### src/design/irc_lft_pkg.sv
// Shared types, constants and line tokenizer functions for the IRC line framer.
package irc_lft_pkg;

  localparam logic [7:0] BYTE_CR    = 8'd13;
  localparam logic [7:0] BYTE_LF    = 8'd10;
  localparam logic [7:0] BYTE_SPACE = 8'd32;
  localparam logic [7:0] BYTE_COLON = 8'd58;
  localparam logic [7:0] BYTE_TAB   = 8'd9;
  localparam logic [7:0] BYTE_VT    = 8'd11;
  localparam logic [7:0] BYTE_FF    = 8'd12;

  localparam int unsigned LEN_W          = 10;
  localparam int unsigned CNT_W          = 4;
  localparam logic [LEN_W-1:0] MAX_LEN_RESET = 10'd510;
  localparam int unsigned MAX_PARAMS_DEF = 15;
  localparam int unsigned RES_DEPTH      = 4;

  typedef enum logic [1:0] {
    KIND_PREFIX = 2'd0,
    KIND_CMD    = 2'd1,
    KIND_MIDDLE = 2'd2,
    KIND_TRAIL  = 2'd3
  } kind_e;

  typedef struct packed {
    logic [LEN_W-1:0] line_length;
    logic             discarding;
    logic             cr_pending;
    logic             prev_was_space;
    logic             bad_seen;
    kind_e            kind;
    logic [CNT_W-1:0] param_counter;
    logic             token_begins;
  } line_st_t;

  typedef struct packed {
    logic [7:0]       out_byte;
    logic [1:0]       token_kind;
    logic [CNT_W-1:0] param_index;
    logic             token_first;
    logic             line_end;
    logic             line_bad;
    logic             line_truncated;
    logic [CNT_W-1:0] param_total;
    logic             last_of_run;
  } res_t;

  typedef struct packed {
    line_st_t st;
    logic     emit;
    res_t     res;
  } content_ret_t;

  // Up to two results produced by one accepted item, in delivery order.
  typedef struct packed {
    logic [1:0] n;
    res_t       a;
    res_t       b;
  } push_t;

  function automatic line_st_t line_clear(line_st_t st);
    line_st_t r;
    r = st;
    r.line_length    = '0;
    r.prev_was_space = 1'b0;
    r.bad_seen       = 1'b0;
    r.kind           = KIND_PREFIX;
    r.param_counter  = '0;
    r.token_begins   = 1'b1;
    return r;
  endfunction

  function automatic res_t end_res(logic bad, logic trunc, logic [CNT_W-1:0] total);
    res_t r;
    r = '0;
    r.line_end       = 1'b1;
    r.line_bad       = bad;
    r.line_truncated = trunc;
    r.param_total    = total;
    return r;
  endfunction

  function automatic res_t byte_res(logic [7:0] c, kind_e kind, logic [CNT_W-1:0] idx,
                                    logic first);
    res_t r;
    r = '0;
    r.out_byte    = c;
    r.token_kind  = kind;
    r.param_index = idx;
    r.token_first = first;
    return r;
  endfunction

  // Handle one content byte: overflow check, bad-line flags and token tagging.
  function automatic content_ret_t content_step(line_st_t st, logic [7:0] c,
                                                logic [LEN_W-1:0] max_len,
                                                logic [CNT_W-1:0] limit);
    content_ret_t r;
    logic         first_byte;
    r          = '0;
    r.st       = st;
    first_byte = (st.line_length == '0);
    if (st.line_length >= max_len) begin
      r.emit          = 1'b1;
      r.res           = end_res(st.bad_seen, 1'b1, st.param_counter);
      r.st            = line_clear(st);
      r.st.discarding = 1'b1;
      r.st.cr_pending = 1'b0;
    end else begin
      r.st.line_length = st.line_length + 1'b1;
      if (c == BYTE_TAB || c == BYTE_VT || c == BYTE_FF) begin
        r.st.bad_seen = 1'b1;
      end
      if (c == BYTE_SPACE && st.prev_was_space) begin
        r.st.bad_seen = 1'b1;
      end
      r.st.prev_was_space = (c == BYTE_SPACE);
      if (first_byte) begin
        r.st.token_begins = 1'b1;
        r.st.kind         = (c == BYTE_COLON) ? KIND_PREFIX : KIND_CMD;
      end
      if (first_byte && c == BYTE_COLON) begin
        r.emit            = 1'b1;
        r.res             = byte_res(c, KIND_PREFIX, '0, 1'b1);
        r.st.token_begins = 1'b0;
      end else if (r.st.kind == KIND_TRAIL) begin
        r.emit            = 1'b1;
        r.res             = byte_res(c, KIND_TRAIL, '0, r.st.token_begins);
        r.st.token_begins = 1'b0;
      end else if (c == BYTE_SPACE) begin
        // Separator: advance the token kind or count an empty parameter
        if (r.st.kind == KIND_PREFIX) begin
          r.st.kind = KIND_CMD;
        end else if (r.st.kind == KIND_CMD) begin
          r.st.kind = KIND_MIDDLE;
        end else if (r.st.token_begins && r.st.param_counter < limit) begin
          r.st.param_counter = r.st.param_counter + 1'b1;
        end
        r.st.token_begins = 1'b1;
      end else if (r.st.kind == KIND_MIDDLE && r.st.token_begins && c == BYTE_COLON) begin
        r.st.kind         = KIND_TRAIL;
        r.st.token_begins = 1'b1;
      end else begin
        if (r.st.kind == KIND_MIDDLE && r.st.token_begins &&
            r.st.param_counter < limit) begin
          r.st.param_counter = r.st.param_counter + 1'b1;
        end
        r.emit = 1'b1;
        r.res  = byte_res(c, r.st.kind,
                          (r.st.kind == KIND_MIDDLE) ? r.st.param_counter - 1'b1 : '0,
                          r.st.token_begins);
        r.st.token_begins = 1'b0;
      end
    end
    return r;
  endfunction

  // Drop bytes until CR LF, tracking a CR split across items.
  function automatic line_st_t discard_step(line_st_t st, logic [7:0] b);
    line_st_t r;
    r = st;
    if (st.cr_pending && b == BYTE_LF) begin
      r.discarding = 1'b0;
      r.cr_pending = 1'b0;
    end else begin
      r.cr_pending = (b == BYTE_CR);
    end
    return r;
  endfunction

endpackage

### src/design/irc_lft_if.sv
// Valid/ready channel interfaces for received bytes, token results and configuration.
interface irc_lft_rx_if;
  logic       valid;
  logic       ready;
  logic [7:0] rx_byte;
  modport source (output valid, output rx_byte, input ready);
  modport sink (input valid, input rx_byte, output ready);
endinterface

interface irc_lft_tok_if;
  logic       valid;
  logic       ready;
  logic [7:0] out_byte;
  logic [1:0] token_kind;
  logic [3:0] param_index;
  logic       token_first;
  logic       line_end;
  logic       line_bad;
  logic       line_truncated;
  logic [3:0] param_total;
  logic       last_of_run;
  modport source (output valid, output out_byte, output token_kind, output param_index,
                  output token_first, output line_end, output line_bad,
                  output line_truncated, output param_total, output last_of_run,
                  input ready);
  modport sink (input valid, input out_byte, input token_kind, input param_index,
                input token_first, input line_end, input line_bad,
                input line_truncated, input param_total, input last_of_run,
                output ready);
endinterface

interface irc_lft_cfg_if;
  logic       valid;
  logic       ready;
  logic [9:0] max_line_len;
  modport source (output valid, output max_line_len, input ready);
  modport sink (input valid, input max_line_len, output ready);
endinterface

### src/design/irc_lft_core.sv
// Line framer state and per-item tokenizer step producing up to two results.
module irc_lft_core (
  input  logic                           clk_i,
  input  logic                           rst_ni,
  input  logic [irc_lft_pkg::CNT_W-1:0]  param_limit_i,
  input  logic                           accept_i,
  input  logic [7:0]                     rx_byte_i,
  input  logic                           cfg_we_i,
  input  logic [irc_lft_pkg::LEN_W-1:0]  cfg_max_len_i,
  output irc_lft_pkg::push_t             push_o
);

  irc_lft_pkg::line_st_t     st_q, st_d, st_mid;
  logic [irc_lft_pkg::LEN_W-1:0] max_len_q;
  irc_lft_pkg::content_ret_t r1, r2;
  irc_lft_pkg::push_t        push;

  // Compute the step for the presented byte
  always_comb begin
    st_mid = st_q;
    r1     = '0;
    r2     = '0;
    st_d   = st_q;
    if (st_q.discarding) begin
      st_d = irc_lft_pkg::discard_step(st_q, rx_byte_i);
    end else if (st_q.cr_pending && rx_byte_i == irc_lft_pkg::BYTE_LF) begin
      // CR LF closes the line
      r1.emit = 1'b1;
      r1.res  = irc_lft_pkg::end_res(st_q.bad_seen, 1'b0, st_q.param_counter);
      st_d    = irc_lft_pkg::line_clear(st_q);
      st_d.cr_pending = 1'b0;
    end else begin
      // Release a held CR as content first
      if (st_q.cr_pending) begin
        st_mid.cr_pending = 1'b0;
        r1     = irc_lft_pkg::content_step(st_mid, irc_lft_pkg::BYTE_CR, max_len_q,
                                           param_limit_i);
        st_mid = r1.st;
      end
      if (st_mid.discarding) begin
        st_d = irc_lft_pkg::discard_step(st_mid, rx_byte_i);
      end else if (rx_byte_i == irc_lft_pkg::BYTE_CR) begin
        st_d = st_mid;
        st_d.cr_pending = 1'b1;
      end else begin
        r2   = irc_lft_pkg::content_step(st_mid, rx_byte_i, max_len_q, param_limit_i);
        st_d = r2.st;
      end
    end
  end

  // Pack results in order and mark the last one of the run
  always_comb begin
    push = '0;
    if (accept_i) begin
      if (r1.emit) begin
        push.a = r1.res;
        push.b = r2.res;
        push.n = r2.emit ? 2'd2 : 2'd1;
        if (r2.emit) begin
          push.b.last_of_run = 1'b1;
        end else begin
          push.a.last_of_run = 1'b1;
        end
      end else if (r2.emit) begin
        push.a = r2.res;
        push.a.last_of_run = 1'b1;
        push.n = 2'd1;
      end
    end
  end

  assign push_o = push;

  // Advance line state on each accepted item
  always_ff @(posedge clk_i or negedge rst_ni) begin
    if (!rst_ni) begin
      st_q <= irc_lft_pkg::line_clear('0);
    end else if (accept_i) begin
      st_q <= st_d;
    end
  end

  // Hold the configured line limit
  always_ff @(posedge clk_i or negedge rst_ni) begin
    if (!rst_ni) begin
      max_len_q <= irc_lft_pkg::MAX_LEN_RESET;
    end else if (cfg_we_i) begin
      max_len_q <= cfg_max_len_i;
    end
  end

  // Check result packing for each step
  assert property (@(posedge clk_i) disable iff (!rst_ni)
    (push.n == 2'd2) |-> (push.b.last_of_run && !push.a.last_of_run))
    else $error("two-result run marks wrong last result");
  assert property (@(posedge clk_i) disable iff (!rst_ni)
    (accept_i && st_q.discarding) |-> (push.n == 2'd0))
    else $error("result emitted while discarding");
  assert property (@(posedge clk_i) disable iff (!rst_ni)
    (push.n != 2'd0 && push.a.line_end) |-> (push.a.out_byte == 8'd0))
    else $error("line end result carries a byte");

endmodule

### src/design/irc_lft_resq.sv
// Result queue: registers pushed results and delivers one item per cycle while the consumer is ready.
module irc_lft_resq (
  input  logic               clk_i,
  input  logic               rst_ni,
  input  irc_lft_pkg::push_t push_i,
  output logic               space_o,
  irc_lft_tok_if.source      tok
);

  localparam int unsigned PtrW = $clog2(irc_lft_pkg::RES_DEPTH);
  localparam int unsigned CntW = PtrW + 1;

  irc_lft_pkg::res_t mem_q [irc_lft_pkg::RES_DEPTH];
  logic [PtrW-1:0]   wr_ptr_q, rd_ptr_q;
  logic [CntW-1:0]   count_q;
  logic              pop;
  irc_lft_pkg::res_t head;

  assign pop     = tok.valid && tok.ready;
  assign space_o = (count_q <= CntW'(irc_lft_pkg::RES_DEPTH - 2));
  assign head    = mem_q[rd_ptr_q];

  // Drive the output channel from the queue head
  assign tok.valid          = (count_q != '0);
  assign tok.out_byte       = head.out_byte;
  assign tok.token_kind     = head.token_kind;
  assign tok.param_index    = head.param_index;
  assign tok.token_first    = head.token_first;
  assign tok.line_end       = head.line_end;
  assign tok.line_bad       = head.line_bad;
  assign tok.line_truncated = head.line_truncated;
  assign tok.param_total    = head.param_total;
  assign tok.last_of_run    = head.last_of_run;

  // Store pushed results
  always_ff @(posedge clk_i) begin
    if (push_i.n != 2'd0) begin
      mem_q[wr_ptr_q] <= push_i.a;
    end
    if (push_i.n == 2'd2) begin
      mem_q[wr_ptr_q + 1'b1] <= push_i.b;
    end
  end

  // Advance pointers and occupancy
  always_ff @(posedge clk_i or negedge rst_ni) begin
    if (!rst_ni) begin
      wr_ptr_q <= '0;
      rd_ptr_q <= '0;
      count_q  <= '0;
    end else begin
      wr_ptr_q <= wr_ptr_q + PtrW'(push_i.n);
      rd_ptr_q <= rd_ptr_q + PtrW'(pop);
      count_q  <= count_q + CntW'(push_i.n) - CntW'(pop);
    end
  end

  assert property (@(posedge clk_i) disable iff (!rst_ni)
    count_q <= CntW'(irc_lft_pkg::RES_DEPTH))
    else $error("result queue overflow");
  assert property (@(posedge clk_i) disable iff (!rst_ni)
    (push_i.n != 2'd0) |-> (count_q <= CntW'(irc_lft_pkg::RES_DEPTH - 2)))
    else $error("push without room for two results");
  assert property (@(posedge clk_i) disable iff (!rst_ni)
    (count_q == '0 && push_i.n == 2'd0) |=> !tok.valid)
    else $error("output valid with empty queue");
  assert property (@(posedge clk_i) disable iff (!rst_ni)
    push_i.n != 2'd3)
    else $error("more than two results from one item");

endmodule

### src/design/irc_line_framer_tokenizer.sv
// Top level: IRC line framer and tokenizer with byte input and token result channels.
// Results are registered in the result queue before they are offered on tok_o.
// Throughput: one byte per cycle while ready is high; a byte that releases a held CR
// gives two results and the four-entry result queue delivers them one per cycle while
// tok_o is ready. Ready drops while fewer than two queue entries are free.
// Reset: line state cleared, max_line_len returns to 510, result queue empty.
module irc_line_framer_tokenizer #(
  parameter int unsigned MaxParams = irc_lft_pkg::MAX_PARAMS_DEF
) (
  input  logic          clk_i,
  input  logic          rst_ni,
  irc_lft_rx_if.sink    rx_i,
  irc_lft_tok_if.source tok_o,
  irc_lft_cfg_if.sink   cfg_i
);

  localparam int unsigned ParamLimit = (MaxParams < 15) ? MaxParams : 15;

  irc_lft_pkg::push_t push;
  logic               space;
  logic               accept;

  // Take a byte whenever the queue can absorb two results
  assign rx_i.ready  = space;
  assign accept      = rx_i.valid && space;
  assign cfg_i.ready = 1'b1;

  irc_lft_core u_core (
    .clk_i         (clk_i),
    .rst_ni        (rst_ni),
    .param_limit_i (irc_lft_pkg::CNT_W'(ParamLimit)),
    .accept_i      (accept),
    .rx_byte_i     (rx_i.rx_byte),
    .cfg_we_i      (cfg_i.valid),
    .cfg_max_len_i (cfg_i.max_line_len),
    .push_o        (push)
  );

  irc_lft_resq u_resq (
    .clk_i   (clk_i),
    .rst_ni  (rst_ni),
    .push_i  (push),
    .space_o (space),
    .tok     (tok_o)
  );

endmodule

### src/flat_wrapper.sv
// flat-port wrapper written by rule: the top's interface ports become plain ports
module irc_line_framer_tokenizer_flat 
#(
  parameter int unsigned MaxParams = irc_lft_pkg::MAX_PARAMS_DEF
)
  (clk_i, rst_ni, rx_i_valid, rx_i_rx_byte, rx_i_ready, tok_o_valid, tok_o_out_byte, tok_o_token_kind, tok_o_param_index, tok_o_token_first, tok_o_line_end, tok_o_line_bad, tok_o_line_truncated, tok_o_param_total, tok_o_last_of_run, tok_o_ready, cfg_i_valid, cfg_i_max_line_len, cfg_i_ready);
  irc_lft_rx_if rx_i_i ();
  irc_lft_tok_if tok_o_i ();
  irc_lft_cfg_if cfg_i_i ();
  input  logic clk_i;
  input  logic rst_ni;
  input wire logic [$bits(rx_i_i.valid)-1:0] rx_i_valid;
  input wire logic [$bits(rx_i_i.rx_byte)-1:0] rx_i_rx_byte;
  output wire logic [$bits(rx_i_i.ready)-1:0] rx_i_ready;
  output wire logic [$bits(tok_o_i.valid)-1:0] tok_o_valid;
  output wire logic [$bits(tok_o_i.out_byte)-1:0] tok_o_out_byte;
  output wire logic [$bits(tok_o_i.token_kind)-1:0] tok_o_token_kind;
  output wire logic [$bits(tok_o_i.param_index)-1:0] tok_o_param_index;
  output wire logic [$bits(tok_o_i.token_first)-1:0] tok_o_token_first;
  output wire logic [$bits(tok_o_i.line_end)-1:0] tok_o_line_end;
  output wire logic [$bits(tok_o_i.line_bad)-1:0] tok_o_line_bad;
  output wire logic [$bits(tok_o_i.line_truncated)-1:0] tok_o_line_truncated;
  output wire logic [$bits(tok_o_i.param_total)-1:0] tok_o_param_total;
  output wire logic [$bits(tok_o_i.last_of_run)-1:0] tok_o_last_of_run;
  input wire logic [$bits(tok_o_i.ready)-1:0] tok_o_ready;
  input wire logic [$bits(cfg_i_i.valid)-1:0] cfg_i_valid;
  input wire logic [$bits(cfg_i_i.max_line_len)-1:0] cfg_i_max_line_len;
  output wire logic [$bits(cfg_i_i.ready)-1:0] cfg_i_ready;
  assign rx_i_i.valid = rx_i_valid;
  assign rx_i_i.rx_byte = rx_i_rx_byte;
  assign rx_i_ready = rx_i_i.ready;
  assign tok_o_valid = tok_o_i.valid;
  assign tok_o_out_byte = tok_o_i.out_byte;
  assign tok_o_token_kind = tok_o_i.token_kind;
  assign tok_o_param_index = tok_o_i.param_index;
  assign tok_o_token_first = tok_o_i.token_first;
  assign tok_o_line_end = tok_o_i.line_end;
  assign tok_o_line_bad = tok_o_i.line_bad;
  assign tok_o_line_truncated = tok_o_i.line_truncated;
  assign tok_o_param_total = tok_o_i.param_total;
  assign tok_o_last_of_run = tok_o_i.last_of_run;
  assign tok_o_i.ready = tok_o_ready;
  assign cfg_i_i.valid = cfg_i_valid;
  assign cfg_i_i.max_line_len = cfg_i_max_line_len;
  assign cfg_i_ready = cfg_i_i.ready;
  irc_line_framer_tokenizer #(.MaxParams(MaxParams)) u_core (.clk_i(clk_i), .rst_ni(rst_ni), .rx_i(rx_i_i), .tok_o(tok_o_i), .cfg_i(cfg_i_i));
endmodule
### config.mk
export PLATFORM = sky130hd
export DESIGN_NAME = irc_line_framer_tokenizer_flat
export DESIGN_NICKNAME = d
export VERILOG_FILES = /design/src/design/irc_lft_pkg.sv /design/src/design/irc_lft_if.sv /design/src/design/irc_lft_core.sv /design/src/design/irc_lft_resq.sv /design/src/design/irc_line_framer_tokenizer.sv /design/src/flat_wrapper.sv
export SDC_FILE = /design/constraint.sdc
export NUM_CORES = 1
export LEC_CHECK = 0
export BUFFER_PORTS_ARGS = -buffer_cell sky130_fd_sc_hd__buf_2
export CAP_MARGIN = 30
export CORE_ASPECT_RATIO = 0.8
export CORE_MARGIN = 1
export CORE_UTILIZATION = 59
export DETAILED_ROUTE_END_ITERATION = 6
export PLACE_DENSITY = 0.88
export SETUP_SLACK_MARGIN = 0.05
export SYNTH_ARGS = -nofsm -noshare
export SYNTH_HDL_FRONTEND = slang
export SYNTH_SLANG_ARGS = --single-unit
### constraint.sdc
create_clock -name clk_i -period 9.73 [get_ports clk_i]
set_clock_uncertainty 0.05 [all_clocks]
set_input_delay 0.973 -clock clk_i [delete_from_list [all_inputs] [get_ports clk_i]]
set_output_delay 0.973 -clock clk_i [all_outputs]
set_load 0.01 [all_outputs]
# == Word level (Yosys, flattened, before mapping) ==
# Memories as Yosys holds them, arrays and structs flattened.
# Cells that the tools add are included.
# totals
reg_bits,38
ramBits,92
inputBits,23
out_inout_bits,26
elab_cells,159
n_memories,1
# memory_table
memory,words,width,read_ports,rd_clocked_by_memory_dff,wr,line_no,source
u_core.u_resq.mem_q,4,23,1,0,2,irc_lft_resq.sv:13,irc_lft_pkg::res_t mem_q [irc_lft_pkg::RES_DEPTH];
# op_classes
add_sub_neg,11
n_lt_le_gt_ge,5
n_eq_ne,13
muxes,96
bitwise_logic,1
n_reduce_logical,20
# op_table
operator,count
two-way mux 24 bit,10
two-way mux 21 bit,6
two-way mux 4 bit,23
two-way mux 25 bit,3
two-way mux 48 bit,1
== test 8 x 4 -> 1 bit (second input constant),5
two-way mux 2 bit,17
two-way mux 33 bit,1
two-way mux 31 bit,1
two-way mux 1 bit,26
two-way mux 23 bit,1
adder 10 x 1 -> 10 bit (second input constant),2
>= comparator 10 bit,2
logical NOT 10 bit,2
two-way mux 10 bit,2
== test 8 x 6 -> 1 bit (second input constant),2
two-way mux 15 bit,1
logical AND 1 bit,12
two-way mux 6 bit,2
two-way mux 11 bit,1
== test 2 bit (second input constant),5
adder 4 x 1 -> 4 bit (second input constant),2
less-than comparator 4 bit (second input constant),2
subtractor 4 x 1 -> 4 bit (second input constant),2
other kinds (14),15

# == Longest topological paths before layout ==
# Gate-level depths: netlist (run 1).
# depth
depth_word,59
ltp_mapped,27
depth_no_buf,26

# == Cells and area by module ==
# Synthesis (run 1) repeated with hierarchy kept, for this count alone.
# hier_totals
cells_unflattened,816
area_unflattened_um2,9180.1
# modules_own_cells
module,instances,cells_per_inst,area_each_um2,seq_area_each_um2
irc_lft_resq,1,266,5063.6,2937.8
irc_lft_core,1,547,4098.9,787.0
irc_line_framer_tokenizer,1,3,17.5,0.0

# == Worst setup path before layout (run 1) ==
# Ideal clock, no wire load.
# synth_path
path_kind,register to register
start,reg u_core.u_core.max_len_q[7] (netlist bit)
end,"mem u_core.u_resq.mem_q[3][0] (netlist bit), enable pin"
setup_ns,0.437
t_arrival_ns,6.436
required_ns,9.243
slack_ns,2.808
stages_incl_launch_ff,22
path_buffers,1
period_less_slack_ns,6.922
cell_sequence,dfstp_2 -> inv_1 -> ha_1 -> a211o_1 -> a21oi_2 -> o41ai_4 -> nor3_2 -> a22oi_1 -> ha_1 -> nand4_1 -> nor4_4 -> or2_2 -> a21oi_1 -> ha_1 -> a31oi_4 -> nor3_1 -> a21oi_1 -> ha_1 -> clkbuf_1 -> nor2b_1 -> a21oi_1 -> nor3b_1
# synth_lines
item,line_no,source
start: declaration,irc_lft_core.sv:14,logic [irc_lft_pkg::LEN_W-1:0] max_len_q;
start signal: assignment,irc_lft_core.sv:87,max_len_q <= irc_lft_pkg::MAX_LEN_RESET;
start signal: assignment,irc_lft_core.sv:89,max_len_q <= cfg_max_len_i;
end: declaration,irc_lft_resq.sv:13,

==> results.json, run 1 <==
{
  "start_kind": "flop",
  "syn_avg_cell_area_sq_um": 10.5,
  "io_pins": 49,
  "syn_area_sq_um": 8380,
  "crit_path_max_incr_delay_ns": 0.73,
  "fmax_mhz": 140,
  "die_area_sq_um": 14700,
  "reg2reg_from": "u_core.u_core.max_len_q[8]",
  "finalMaxSlewViolations": 0,
  "synthTopCellsByArea": "edfxtp_1 (33%), dfrtp_1 (8.7%), mux4_2 (6.2%), ha_1 (5.7%), mux2i_1 (4.4%)",
  "dr.first_iter.drc_count": 944,
  "rows": 38,
  "setup_ws_ns": 2.58,
  "gp_congestion": 0.983,
  "antenna_found_initial": 0,
  "slew_headroom_pct": 26.8,
  "hold_viol": 0,
  "grt_max_degree": 39,
  "hpwl_microns": 15700,
  "root_buffer": "clkbuf_16",
  "grt.total_usage_pct": 31.6,
  "core_area_sq_um": 13700,
  "cts_max_level": 4,
  "postSynthCellCount": 797,
  "cellPowerDensity_nw_per_um2": 238,
  "synthMostInstantiatedCell": "edfxtp_1",
  "wl_microns": 21700,
  "path_cells": "inv_1, ha_1, nand4_1, o41ai_4, nor2_1, nand2_1, mux2i_1, inv_1, ha_1, nand4_1, nor4_4, nor3_1, a21oi_1, ha_1, a31oi_4, nor3_1, a21oi_1, ha_1, nor2_1, nand3_1, mux2i_1, and2_1",
  "critPathLaunch": "u_core.u_core.max_len_q[8]",
  "pre_cts_slack_ns": 2.86,
  "synth_seq_area_share_pct": 44.5,
  "drt-pass1-iter-count": 6,
  "ant_nets": 0,
  "synth_fp_nets": 859,
  "synth_enable_flop_cells": 92,
  "synth_top_flop_cell": "edfxtp_1",
  "reg2reg_depth": 22,
  "numCtsBuffers": 17,
  "numPortBuffers": 47,
  "worstPathMaxFanout": 19,
  "cts_tree": "built",
  "rsz0062_at_grt": "false",
  "initial_core_util_pct": 61.2,
  "antennaDiodeCount": 0,
  "setup.worst_path.end": "u_core.u_resq.mem_q[0][19]",
  "use_met3_pct": 7.78,
  "grt_overflow": 0,
  "hp-class": "reg -> reg",
  "grt_pass1_wl_microns": 34500,
  "synth_seq_cells": 130,
  "cts_sinks": 130,
  "max-cap-violations": 0,
  "synth_top_area_share_pct": 33.0,
  "nets": 898,
  "synth-async-reset-ratio_pct": 29.2,
  "cp.required_ns": 9.98,
  "avgViaCountPerCell": 6.58,
  "yosys_warnings": 0,
  "grtUsageMet1_pct": 42.7,
  "cp.depth": 22,
  "worstSetupPathType": "reg -> reg",
  "path_buf_inv": 2,
  "vias": 6766,
  "clk_latency_ns": 0.43,
  "drive_gt1_share_pct": 18.5,
  "crit_path_end_kind": "flop",
  "grt_pass1_vias": 6432,
  "fp.dieW_microns": 135,
  "yosysTopAreaCell": "edfxtp_1",
  "clk_pin_slew_ns": 0.06,
  "synth_commonest_cells": "edfxtp_1 (92), nand2_1 (81), nor2_1 (60)",
  "global_route.usage.met2_pct": 49.6,
  "fillers": 1017,
  "die_y_microns": 109,
  "clock_path_buffers": 2,
  "tns_ns": 0,
  "drc": 0,
  "busiest_layer": "met2",
  "status": "finished, final reports clean",
  "tightest_slew_ns": 1.10,
  "min_period_ns": 7.15,
  "wire_per_inst_microns": 21.1,
  "synth_cell_types": 81,
  "ff2ff_setup_slack_ns": 2.58,
  "finalCritPeriodShare_pct": 73.5,
  "p_leak_nw": 3.62,
  "crit_family": "simple AND/OR/NAND/NOR gates",
  "syn_to_final_growth_pct": 11.8,
  "post_cts_resized": 0,
  "post-cts-setup-buffers": 0,
  "cts_hold_buffers": 0,
  "critPathMostFrequentCell": "ha_1",
  "setup_viol": 0,
  "critPathSlowestCell": "o41ai_4",
  "ir_worst_vdd_mv": 0.156,
  "r2r_end": "u_core.u_resq.mem_q[0][19]",
  "cp.arrival_ns": 7.40
}
-- cells in the final DEF, fill, tap and decap left out, types with 4 or more instances in the layout --
master and count:
nand3_1 43, nor3_1 16, clkinv_2 4, buf_4 8, nor2b_1 5, buf_2 47
mux2_2 4, nor2_2 4, mux4_2 23, nor3_2 4, xor2_1 15, nor2_1 57
o22ai_1 12, dfrtp_1 29, a22o_1 9, o21ai_1 10, xnor2_1 14, clkbuf_16 17
a21o_1 8, and2_1 29, nand4_1 9, inv_1 27, nand2_1 81, a21oi_1 21
mux2i_1 37, o21ai_0 58, a31oi_1 5, and3_1 14, ha_1 38, o31ai_1 6
edfxtp_1 92, o21a_1 7, nand2b_1 5, dfstp_2 9
-- where the power goes --
group	total, mW	internal [mW]	switching (mW)
Sequential	0.778	0.697	0.0811
Clock	0.599	0.357	0.242
Combinational	0.856	0.357	0.499
-- sequential cells by signal, indices dropped and copies added (netlist names) --
name / cells
u_core.u_resq.wr_ptr_q: 2
u_core.u_core.st_q: 21
u_core.u_resq.rd_ptr_q: 2
u_core.u_resq.count_q: 3
u_core.u_core.max_len_q: 10
u_core.u_resq.mem_q: 92
-- how the worst min path moves through the flow --
stage               depth (start not counted)                   from  slack, ns                     to
floorplan                                   2  u_core.u_core.st_q[0]       0.39  u_core.u_core.st_q[0]
global placement                            2  u_core.u_core.st_q[0]       0.42  u_core.u_core.st_q[0]
detailed placement                          2  u_core.u_core.st_q[0]       0.43  u_core.u_core.st_q[0]
CTS                                         2  u_core.u_core.st_q[0]       0.44  u_core.u_core.st_q[0]
global route                                2  u_core.u_core.st_q[0]       0.45  u_core.u_core.st_q[0]
finish                                      2  u_core.u_core.st_q[0]       0.44  u_core.u_core.st_q[0]
-- stage by stage --
stage          hold WS, ns  total power, mW  util, %  cells  cell area [sq um]
2_1_floorplan        0.394             1.38        -    797               8380
3_3_place_gp         0.420             1.59     64.0    994               8760
3_5_place_dp         0.430             1.63     64.3    996               8800
4_1_cts              0.439             2.23     68.3   1028               9350
5_1_grt              0.453             2.36     68.4   1029               9370
6_report             0.442             2.23     68.4   1029               9370
-- kinds of logic (layout without fill, tap and decap cells) --
family	after synthesis	count (layout)	share of synthesized area, %
mux	64	64	11.1
other cells	1	1	0.0448
flops	130	130	44.5
xor+xnor	30	30	3.36
fa+ha+maj	39	39	5.91
buf+inv	68	120	3.20
compound gates	167	167	13.5
simple gates	298	298	18.4
-- worst reg2reg max path: stages, from the launching register on --
cell	delay [ns]
dfstp_2	0.52
inv_1	0.06
ha_1	0.30
nand4_1	0.19
o41ai_4	0.73
nor2_1	0.19
nand2_1	0.17
mux2i_1	0.15
inv_1	0.16
ha_1	0.21
nand4_1	0.16
nor4_4	0.38
nor3_1	0.12
a21oi_1	0.33
ha_1	0.47
a31oi_4	0.24
nor3_1	0.29
a21oi_1	0.14
ha_1	0.41
nor2_1	0.25
nand3_1	0.69
mux2i_1	0.64
and2_1	0.20
-- cell type report --
class	count	area [sq um]	area share, %
clock buffer	20	447	4.77
clock inverter	12	108	1.15
inverter	31	116	1.24
multi-input combinational	599	4410	47.1
sequential	130	3720	39.8
tap	180	225	2.40
timing repair buffer	57	334	3.57
-- metal layers --
metal	vias to the layer above	part of all wire (%)
met5	-	0
met4	0	2.4
met3	55	9.9
met2	383	46
met1	3262	41
li1	3066	-
(Power assumes the default switching activity.)
==> run 2: changes to the inputs <==
--- a/config.mk
+++ b/config.mk
@@ -5,13 +5,14 @@
 export SDC_FILE = /design/constraint.sdc
 export NUM_CORES = 1
 export LEC_CHECK = 0
+export ABC_AREA = 1
 export BUFFER_PORTS_ARGS = -buffer_cell sky130_fd_sc_hd__buf_2
 export CAP_MARGIN = 30
 export CORE_ASPECT_RATIO = 0.8
 export CORE_MARGIN = 1
-export CORE_UTILIZATION = 59
+export CORE_UTILIZATION = 56
 export DETAILED_ROUTE_END_ITERATION = 6
-export PLACE_DENSITY = 0.88
+export PLACE_DENSITY = 0.87
 export SETUP_SLACK_MARGIN = 0.05
 export SYNTH_ARGS = -nofsm -noshare
 export SYNTH_HDL_FRONTEND = slang
==> constraint.sdc (replaced) <==
create_clock -name clk_i -period 6.43 [get_ports clk_i]
set_clock_uncertainty 0.05 [all_clocks]
set_input_delay 0.643 -clock clk_i [delete_from_list [all_inputs] [get_ports clk_i]]
set_output_delay 0.643 -clock clk_i [all_outputs]
set_load 0.01 [all_outputs]
==> results.json, run 2 <==
{
  "root_buffer": "clkbuf_16",
  "tns_ns": 0,
  "crit_path_max_incr_delay_ns": 0.72,
  "p_comb_share_pct": 42.6,
  "cp.arrival_ns": 6.03,
  "top_register": "u_core.u_resq.mem_q",
  "synth_enable_flop_cells": 92,
  "tightest_slew_ns": 0.919,
  "post-cts-setup-buffers": 0,
  "nets": 1187,
  "ir_worst_vdd_mv": 0.235,
  "p_sw_share_pct": 42.4,
  "fmax_mhz": 168,
  "min_period_ns": 5.96,
  "busiest_layer": "met1",
  "antennaDiodeCount": 0,
  "worstSetupPathType": "reg -> reg",
  "max-cap-violations": 0,
  "wire_per_inst_microns": 17.7,
  "finalMaxSlewViolations": 0,
  "grtUsageMet1_pct": 44.7,
  "setup_ws_ns": 0.470,
  "syn_to_final_growth_pct": 10.7,
  "grt_max_degree": 49,
  "syn_area_sq_um": 8590,
  "p_switching_mw": 1.44,
  "largest_register_ffs": 92,
  "clk_latency_ns": 0.43,
  "avgViaCountPerCell": 6.07,
  "top_regs": "u_core.u_resq.mem_q x92, u_core.u_core.st_q x21, u_core.u_core.max_len_q x10",
  "p_leak_nw": 3.99,
  "grt.total_usage_pct": 30.6,
  "synth_seq_cells": 130,
  "grt_pass1_vias": 7350,
  "wl_microns": 23400,
  "yosysTopAreaCell": "edfxtp_1",
  "synth-async-reset-ratio_pct": 29.2,
  "clock_path_buffers": 2,
  "yosys_warnings": 0,
  "use_met3_pct": 5.25,
  "layout_commonest_cell": "nand2_1",
  "clk_pin_slew_ns": 0.06,
  "hpwl_microns": 16600,
  "hp-class": "in -> async",
  "synth_commonest_cells": "nand2_1 (247), o21ai_0 (121), nor2_1 (116)",
  "cts_tree": "built",
  "postSynthCellCount": 1091,
  "fp.dieW_microns": 140,
  "drive_gt1_share_pct": 14.8,
  "synth_seq_area_share_pct": 43.4,
  "clockPowerShare_pct": 25.3,
  "worstPathMaxFanout": 12,
  "io_pins": 49,
  "antenna_found_initial": 0,
  "synthMostInstantiatedCell": "nand2_1",
  "gp_congestion": 0.993,
  "ant_nets": 0,
  "slew_headroom_pct": 38.7,
  "final_cell_mix": "nand2_1 (247), o21ai_0 (117), nor2_1 (112)",
  "numPortBuffers": 47,
  "syn_avg_cell_area_sq_um": 7.87,
  "numCtsBuffers": 17,
  "drc": 0,
  "cts_max_level": 4,
  "initial_core_util_pct": 57.2,
  "grt_pass1_wl_microns": 37700,
  "setup_viol": 0,
  "hold_viol": 0,
  "synthTopCellsByArea": "edfxtp_1 (32%), nand2_1 (11%), dfrtp_1 (8.4%), o21ai_0 (7.0%), ha_1 (5.5%)",
  "synth_top_area_share_pct": 32.2,
  "vias": 8051,
  "drt-pass1-iter-count": 7,
  "finalCritPeriodShare_pct": 92.7,
  "intPower_mw": 1.96,
  "crit_path_end_kind": "flop",
  "cts_sinks": 130,
  "cp.required_ns": 6.50,
  "core_area_sq_um": 15000,
  "rsz0062_at_grt": "false",
  "cellPowerDensity_nw_per_um2": 357,
  "grt_overflow": 0,
  "path_cells": "inv_1, ha_1, nand2_1, nor2_1, nand3_1, nand4_1, inv_1, o21ai_0, ha_1, nand2_1, nor2_4, nand3_2, nand2_1, ha_1, nand3_4, nand2_4, inv_2, nor2_4, o21ai_1, ha_1, o21ai_0, o21ai_2, buf_4",
  "die_area_sq_um": 15800,
  "dr.first_iter.drc_count": 1209,
  "synth_cell_types": 52,
  "critPathSlowestCell": "o21ai_2",
  "pre_cts_slack_ns": 0.616,
  "critPathMostFrequentCell": "ha_1",
  "post_cts_resized": 0,
  "p_seq_share_pct": 32.2,
  "global_route.usage.met2_pct": 44.4,
  "status": "finished, final reports clean",
  "rows": 40,
  "synth_fp_nets": 1153,
  "fillers": 1246,
  "die_y_microns": 113,
  "synth_top_flop_cell": "edfxtp_1",
  "start_kind": "flop",
  "cts_hold_buffers": 0
}
## run 2: changes by cell type in the layout (fill, tap and decap cells not counted), moves of 17 or more
cell / change
nand2_1: +166
o21ai_1: +38
inv_1: +78
o21ai_0: +59
o22ai_1: +17
and2_1: -29
mux2i_1: -37
mux4_2: -23
nand4_1: +18
nor2_1: +55
## run 2: stage by stage
stage	area, sq um	power (mW)	hold WS (ns)	utilization [%]	instances
after global routing	9510	3.60	0.364	63.4	1327
final	9510	3.40	0.274	63.4	1327
after floorplan	8590	2.08	0.297	-	1091
after detailed placement	9000	2.52	0.468	59.9	1295
after CTS	9510	3.37	0.308	63.4	1327
after global placement	9000	2.47	0.463	59.9	1295
## run 2: kinds of logic (layout without fill, tap and decap cells)
logic type / after synthesis / in the layout / share of synthesized area [%]
flip-flops: 130 / 130 / 43.4
XOR/XNOR: 18 / 18 / 1.84
adder cells (fa/ha/maj): 39 / 39 / 5.77
multiplexers: 1 / 1 / 0.131
other: 1 / 1 / 0.0437
AO/OA/AOI/OAI: 250 / 250 / 15.8
AND/OR/NAND/NOR: 487 / 487 / 25.5
buffers and inverters: 165 / 212 / 7.53
## run 2: metal layers
metal  vias to the layer above  share of wire [%]
met3                        65                 11
met1                      3741                 43
met5                         -                  0
met2                       489                 43
li1                       3756                  -
met4                         0                3.1
## run 2: cell type report
type | count | area (sq um) | share of cell area (%)
Tap cell | 189 | 236 | 2.49
Inverter | 118 | 443 | 4.66
Timing Repair Buffer | 62 | 348 | 3.66
Multi-Input combinational cell | 796 | 4240 | 44.6
Clock inverter | 14 | 88.8 | 0.934
Clock buffer | 18 | 429 | 4.51
Sequential cell | 130 | 3720 | 39.2
## run 2: critical path: cells and delay by family (launching register included)
family,cells,cell delay [ns]
and+or+nand+nor,11,1.58
adders and majority gates,4,1.32
buffers and inverters,4,0.65
AOI/OAI and AO/OA,4,1.52
DFF,1,0.51
## run 2: power by group through the flow
stage,Sequential [mW],Clock [mW],Combinational (mW)
after floorplan,1.07,0,1.01
after global placement,1.10,0,1.37
after detailed placement,1.10,0,1.41
after CTS,1.09,0.861,1.42
after global routing,1.10,0.895,1.60
final,1.09,0.858,1.45
## run 2: path summary, 6_finish.rpt
| kind | cells after the start | endpoint | from | slack (ns) |
|---|---|---|---|---|
| worst max-delay path | 23 | u_core.u_resq.mem_q[0][18] | u_core.u_core.max_len_q[5] | 0.47 |
| worst min-delay path | 1 | u_core.u_core.st_q[16] | rst_ni | 0.27 |
| worst max register to register | 23 | u_core.u_resq.mem_q[0][18] | u_core.u_core.max_len_q[5] | 0.47 |
| worst min register to register | 2 | u_core.u_core.max_len_q[6] | u_core.u_core.max_len_q[6] | 0.48 |
| max in group asynchronous | 1 | u_core.u_core.st_q[2] | rst_ni | 5.49 |
| min in group clk_i | 3 | u_core.u_core.max_len_q[7] | cfg_i_max_line_len[7] | 0.38 |
